**config.mk**
```make
export PLATFORM = sky130hd
export DESIGN_NAME = modular_exponentiation
export DESIGN_NICKNAME = d
export VERILOG_FILES = /design/src/rtl/mexp_pkg.sv /design/src/rtl/modular_exponentiation.sv /design/src/rtl/mexp_mulmod.sv
export SDC_FILE = /design/constraint.sdc
export NUM_CORES = 2
export LEC_CHECK = 0
export BUFFER_PORTS_ARGS = -buffer_cell sky130_fd_sc_hd__clkbuf_2
export CELL_PAD_IN_SITES_DETAIL_PLACEMENT = 0
export CELL_PAD_IN_SITES_GLOBAL_PLACEMENT = 2
export CORE_UTILIZATION = 37
export DETAILED_ROUTE_END_ITERATION = 10
export PLACE_DENSITY = 0.81
export SETUP_SLACK_MARGIN = 0.05
export SYNTH_ARGS = -nofsm -noshare
export SYNTH_HDL_FRONTEND = slang
export SYNTH_HIERARCHICAL = 1
export SYNTH_SLANG_ARGS = --single-unit
```
**constraint.sdc**
```tcl
create_clock -name clk -period 9.2 [get_ports clk]
set_clock_uncertainty 0.15 [all_clocks]
set_input_delay 2.3 -clock clk [delete_from_list [all_inputs] [get_ports clk]]
set_output_delay 2.3 -clock clk [all_outputs]
set_load 0.02 [all_outputs]
```
**src/rtl/mexp_pkg.sv**
```systemverilog
package mexp_pkg;

  localparam int OPERAND_BITS = 63;
  localparam int FIELD_BITS = 63;
  localparam int CNT_BITS = $clog2(OPERAND_BITS);

  localparam int BASE_LSB = 0;
  localparam int EXP_LSB = FIELD_BITS;
  localparam int MOD_LSB = 2 * FIELD_BITS;

  localparam int IN_DATA_BITS = ((3 * FIELD_BITS + 7) / 8) * 8;
  localparam int OUT_DATA_BITS = ((FIELD_BITS + 7) / 8) * 8;
  localparam int OUT_USER_BITS = 1;

  typedef logic [OPERAND_BITS-1:0] operand_t;

  typedef enum logic [2:0] {
    ST_IDLE,
    ST_RED_GO,
    ST_RED_WAIT,
    ST_STEP_GO,
    ST_STEP_WAIT,
    ST_DONE
  } mexp_state_t;

endpackage

```
**src/rtl/modular_exponentiation.sv**
```systemverilog
// modular exponentiation, right-to-left square and multiply
// input channel s_*: one beat carries base, exponent and modulus; s_tready is
//   high only while the block is idle, so one item is in flight at a time
// output channel m_*: one beat per item with the power and the bad modulus flag
// zero modulus: result 0 with the flag set, in the cycle after the input beat
// zero exponent: result 1, in the cycle after the input beat
// otherwise the base is first reduced, then each exponent bit up to the highest
//   set one runs a square and a multiply side by side in two bit-serial
//   modular multipliers
// after the result beat the block returns to idle, where it takes the next input beat
// a stalled receiver holds the result beat; no new input is taken until it goes
// synchronous reset drops any item in flight and returns to idle
module modular_exponentiation (
  input  logic                                 clk,
  input  logic                                 rst,
  input  logic                                 s_tvalid,
  output logic                                 s_tready,
  // base_value, exponent, modulus, zero fill
  input  logic [mexp_pkg::IN_DATA_BITS-1:0]    s_tdata,
  output logic                                 m_tvalid,
  input  logic                                 m_tready,
  // power_result, zero fill
  output logic [mexp_pkg::OUT_DATA_BITS-1:0]   m_tdata,
  // bad_modulus
  output logic [mexp_pkg::OUT_USER_BITS-1:0]   m_tuser
);
  import mexp_pkg::*;

  mexp_state_t state;
  mexp_state_t state_next;

  operand_t base;
  operand_t ex;
  operand_t modv;
  operand_t acc;
  logic     bad;

  operand_t in_base;
  operand_t in_exp;
  operand_t in_mod;

  logic     start0;
  logic     start1;
  operand_t a0;
  logic     done0;
  logic     done1;
  operand_t r0;
  operand_t r1;

  assign in_base = s_tdata[BASE_LSB +: OPERAND_BITS];
  assign in_exp  = s_tdata[EXP_LSB +: OPERAND_BITS];
  assign in_mod  = s_tdata[MOD_LSB +: OPERAND_BITS];

  always_comb begin
    state_next = state;
    case (state)
      ST_IDLE: begin
        if (s_tvalid) begin
          if (in_mod == '0 || in_exp == '0) begin
            state_next = ST_DONE;
          end else begin
            state_next = ST_RED_GO;
          end
        end
      end
      ST_RED_GO:   state_next = ST_RED_WAIT;
      ST_RED_WAIT: begin
        if (done0) begin
          state_next = ST_STEP_GO;
        end
      end
      ST_STEP_GO:  state_next = ST_STEP_WAIT;
      ST_STEP_WAIT: begin
        if (done0) begin
          state_next = ((ex >> 1) == '0) ? ST_DONE : ST_STEP_GO;
        end
      end
      ST_DONE: begin
        if (m_tready) begin
          state_next = ST_IDLE;
        end
      end
      default:     state_next = ST_IDLE;
    endcase
  end

  always_comb begin
    s_tready = (state == ST_IDLE);
    m_tvalid = (state == ST_DONE);
    start0 = (state == ST_RED_GO) || (state == ST_STEP_GO);
    start1 = (state == ST_STEP_GO);
    // base reduction runs as 1 * base mod m
    a0 = (state == ST_RED_GO) ? OPERAND_BITS'(1) : acc;
  end

  always_ff @(posedge clk) begin
    if (rst) begin
      state <= ST_IDLE;
    end else begin
      state <= state_next;
    end
  end

  always_ff @(posedge clk) begin
    case (state)
      ST_IDLE: begin
        if (s_tvalid) begin
          base <= in_base;
          ex <= in_exp;
          modv <= in_mod;
          bad <= (in_mod == '0);
          acc <= (in_mod == '0) ? '0 : OPERAND_BITS'(1);
        end
      end
      ST_RED_WAIT: begin
        if (done0) begin
          base <= r0;
          acc <= (modv == OPERAND_BITS'(1)) ? '0 : OPERAND_BITS'(1);
        end
      end
      ST_STEP_WAIT: begin
        if (done0) begin
          if (ex[0]) begin
            acc <= r0;
          end
          base <= r1;
          ex <= ex >> 1;
        end
      end
      default: begin
      end
    endcase
  end

  mexp_mulmod u_mul (
    .clk    (clk),
    .rst    (rst),
    .start  (start0),
    .a      (a0),
    .b      (base),
    .m      (modv),
    .done   (done0),
    .result (r0)
  );

  mexp_mulmod u_sqr (
    .clk    (clk),
    .rst    (rst),
    .start  (start1),
    .a      (base),
    .b      (base),
    .m      (modv),
    .done   (done1),
    .result (r1)
  );

  assign m_tdata = OUT_DATA_BITS'(acc);
  assign m_tuser = OUT_USER_BITS'(bad);

endmodule

```
**src/rtl/mexp_mulmod.sv**
```systemverilog
module mexp_mulmod (
  input  logic                clk,
  input  logic                rst,
  input  logic                start,
  input  mexp_pkg::operand_t  a,
  input  mexp_pkg::operand_t  b,
  input  mexp_pkg::operand_t  m,
  output logic                done,
  output mexp_pkg::operand_t  result
);
  import mexp_pkg::*;

  logic                  busy;
  logic                  phase;
  logic [CNT_BITS-1:0]   cnt;
  operand_t              acc;
  operand_t              opa;
  operand_t              opb;
  operand_t              opm;

  logic [OPERAND_BITS:0]   sum;
  logic [OPERAND_BITS+1:0] diff;
  operand_t                acc_next;

  // phase 0 doubles, phase 1 adds a when the current bit of b is set
  always_comb begin
    if (!phase) begin
      sum = {acc, 1'b0};
    end else begin
      sum = {1'b0, acc} + {1'b0, (opb[OPERAND_BITS-1] ? opa : '0)};
    end
    diff = {1'b0, sum} - {2'b00, opm};
    acc_next = diff[OPERAND_BITS+1] ? sum[OPERAND_BITS-1:0] : diff[OPERAND_BITS-1:0];
  end

  always_ff @(posedge clk) begin
    if (rst) begin
      busy <= 1'b0;
      done <= 1'b0;
      phase <= 1'b0;
    end else begin
      done <= 1'b0;
      if (start) begin
        busy <= 1'b1;
        phase <= 1'b0;
      end else if (busy) begin
        phase <= ~phase;
        if (phase && cnt == '0) begin
          busy <= 1'b0;
          done <= 1'b1;
        end
      end
    end
  end

  always_ff @(posedge clk) begin
    if (start) begin
      acc <= '0;
      opa <= a;
      opb <= b;
      opm <= m;
      cnt <= CNT_BITS'(OPERAND_BITS - 1);
    end else if (busy) begin
      acc <= acc_next;
      if (phase) begin
        opb <= {opb[OPERAND_BITS-2:0], 1'b0};
        cnt <= cnt - 1'b1;
      end
    end
  end

  assign result = acc;

endmodule

```
==> qor.csv <==
stage;metric;value;unit
power_and_ir_drop;power;15600;µW
critical_path;crit_type;reg -> reg;
sta;finalSetupViolations;0;
sta;finalSetupTns;0;ns
route;antenna_left;0;
route;postRouteWirelength;160;mm
route;firstDrtPassIters;6;
yosys;synthCells;4831;
sta;max_slew_margin;12.7;%
floorplanning;dieArea;131000;µm²
global_route;antenna_found_initial;11;
clock_tree;path_clk_slew;0.06;ns
critical_path;worstPathRequired;9.65;ns
clock_tree;cts_max_path_buffers;3;
route;wire_per_inst;23.6;µm
sta;period_needed;8.13;ns
route;wl_met2;66.3;mm
critical_path;r2r_start;u_sqr/opb[62]$_DFFE_PP_;
global_route;track_usage;24.0;%
cells_and_area;layout_common_cells;664 x nand2_1, 631 x edfxtp_1, 335 x a21oi_1, 272 x nor2_1, 258 x clkbuf_2;
yosys;yosysWarnings;6;
global_route;grt_pass1_vias;36100;
global_route;grt-ovfl-total;0;
floorplanning;initial_utilization;37.4;%
sta;rsz0062_at_grt;false;
route;route.met3.wl;9.97;mm
sta;maxSlewViolCount;0;
clock_tree;clock-sinks;777;
sta;fin_crit_sh;88.4;%
sta;hold_viol;0;
route;drc;0;
clock_tree;clkLatencyLatePin;0.71;ns
placed_design;place_congestion;0.928;
run_status;status;finished, final reports clean;
route;via_count;37800;
floorplanning;rows;131;
global_route;grt_max_degree;91;
sta;fmax;123;MHz
power_and_ir_drop;peakVddDrop;0.000170;V
sta;whs;0.321;ns
cells_and_area;layout.nets;5424;
hold_path;hold-path-endpoint;u_sqr/opa[46]$_DFFE_PP_;
critical_path;r2r-end;u_sqr/result[0]$_SDFFE_PP0P_;
clock_tree;cts_resized;0;
sta;worst_pin_slew;1.29;ns
hold_path;hold_path_class;reg -> reg;
clock_tree;cts-htree-levels;3;
route;top_layer;met4;
power_and_ir_drop;pwr_density_cell;291;nW/µm²
power_and_ir_drop;power.leakage;0.0217;µW
cells_and_area;fillCellCount;12600;
route;vias_per_cell;5.58;
yosys;synth.net_count;5285;
cells_and_area;drive_above_1_share;14.8;%
placed_design;buffer_ports.inserted;258;
clock_tree;cts_hold_buf;0;
clock_tree;cts_buffers;90;
cells_and_area;area_growth;12.4;%
placed_design;place_hpwl;122;mm
route;wl_met1;79.3;mm
route;dr.first_iter.drc_count;3602;
job;max_cap_violations;0;
critical_path;startpoint_type;flop;
floorplanning;core_area;128000;µm²
clock_tree;cts_setup_buffers;0;
critical_path;r2r_slack;1.07;ns
cells_and_area;final_common_cell;nand2_1;
yosys;avgSynthCellArea;9.91;µm²
critical_path;cp_max_fo;53;
global_route;grt_pass1_wl;237;mm
clock_tree;tritoncts;built;
floorplanning;ios;263;
critical_path;end_kind;flop;
hold_path;holdCritStartpoint;base[46]$_DFFE_PP_;
floorplanning;chipWidth;362;µm
critical_path;arrival;8.59;ns
clock_tree;cts_root_buf;clkbuf_16;
critical_path;rr_worst_depth;22;
yosys;syn_area;47900;µm²
hold_path;holdPathStages;0;
floorplanning;die_h;362;µm
-- per-layer routing --
layer | up-vias | GRT usage, %
met3 | 194 | 3.11
li1 | 18100 | -
met1 | 18400 | 37.3
met2 | 1155 | 34.4
met5 | - | 0
met4 | 0 | 6.83
-- stage by stage --
stage | utilization, % | std cells | area (µm²) | worst slack, ns
3_3_place_gp | 39.7 | 6607 | 50800 | 1.04
5_1_grt | 42.0 | 6771 | 53800 | 0.708
3_5_place_dp | 39.7 | 6607 | 50800 | 1.06
4_1_cts | 42.0 | 6769 | 53800 | 1.01
2_1_floorplan | - | 4831 | 47900 | 1.13
6_report | 42.0 | 6774 | 53800 | 1.07
-- state kept, by name (all words and copies together) (netlist names) --
register	cells
u_sqr/result	63
base	63
m_tuser	1
u_sqr/busy	1
u_mul/opm	63
acc	63
u_sqr/cnt	6
u_sqr/opb	63
u_mul/done	1
u_mul/busy	1
u_mul/opb	63
modv	63
u_mul/opa	63
u_sqr/opm	63
u_sqr/opa	63
u_mul/phase	1
ex	63
u_mul/result	63
u_sqr/phase	1
state	3
u_mul/cnt	6
-- worst max-delay path by stage --
stage	endpoint	depth (start not counted)	start	slack, ns
2_1_floorplan	u_sqr/opb[0]$_SDFFCE_PN0P_	8	state[2]$_SDFFE_PP0P_	1.13
3_3_place_gp	u_sqr/result[1]$_SDFFE_PP0P_	23	u_sqr/opb[62]$_DFFE_PP_	1.04
3_5_place_dp	u_sqr/result[1]$_SDFFE_PP0P_	23	u_sqr/opb[62]$_DFFE_PP_	1.06
4_1_cts	u_sqr/result[1]$_SDFFE_PP0P_	23	u_sqr/opb[62]$_DFFE_PP_	1.01
5_1_grt	u_sqr/result[1]$_SDFFE_PP0P_	23	u_sqr/opb[62]$_DFFE_PP_	0.71
6_report	u_sqr/result[0]$_SDFFE_PP0P_	22	u_sqr/opb[62]$_DFFE_PP_	1.07
-- report_power, final --
part | total, µW | leakage, µW | switching, µW | internal, µW
Combinational | 6810 | 0.0131 | 4160 | 2650
Sequential | 5110 | 0.00714 | 794 | 4310
Clock | 3720 | 0.00146 | 1550 | 2180
Total | 15600 | 0.0217 | 6500 | 9140
-- worst max-delay path: stages, from the launching register on --
cell and delay [ns]:
edfxtp_1 0.78, and2_1 0.32, ha_1 0.21, fa_1 0.45, a21o_1 0.23, a221o_1 0.35
a31oi_1 0.60, o21ai_0 0.35, a31oi_1 0.35, xnor2_1 0.11, mux2_2 0.32, ha_1 0.35
and2_1 0.20, and3_1 0.19, or4b_4 0.49, a21oi_4 0.22, a21oi_1 0.16, o41ai_2 0.45
o21ai_2 0.20, o211ai_4 0.49, buf_12 0.33, mux2_2 0.37, a211oi_1 0.23
-- final cells by class --
type,instances,area [µm²],area share [%]
flip-flops and latches,777,21900,40.7
clock buffers,101,2290,4.26
repair buffers,308,1720,3.19
clock inverters,61,734,1.36
diodes,5,12.5,0.0232
inverters,200,751,1.39
multi-input cells,3593,24300,45.1
well taps,1729,2160,4.02
Power figures use the tool's default switching activity.
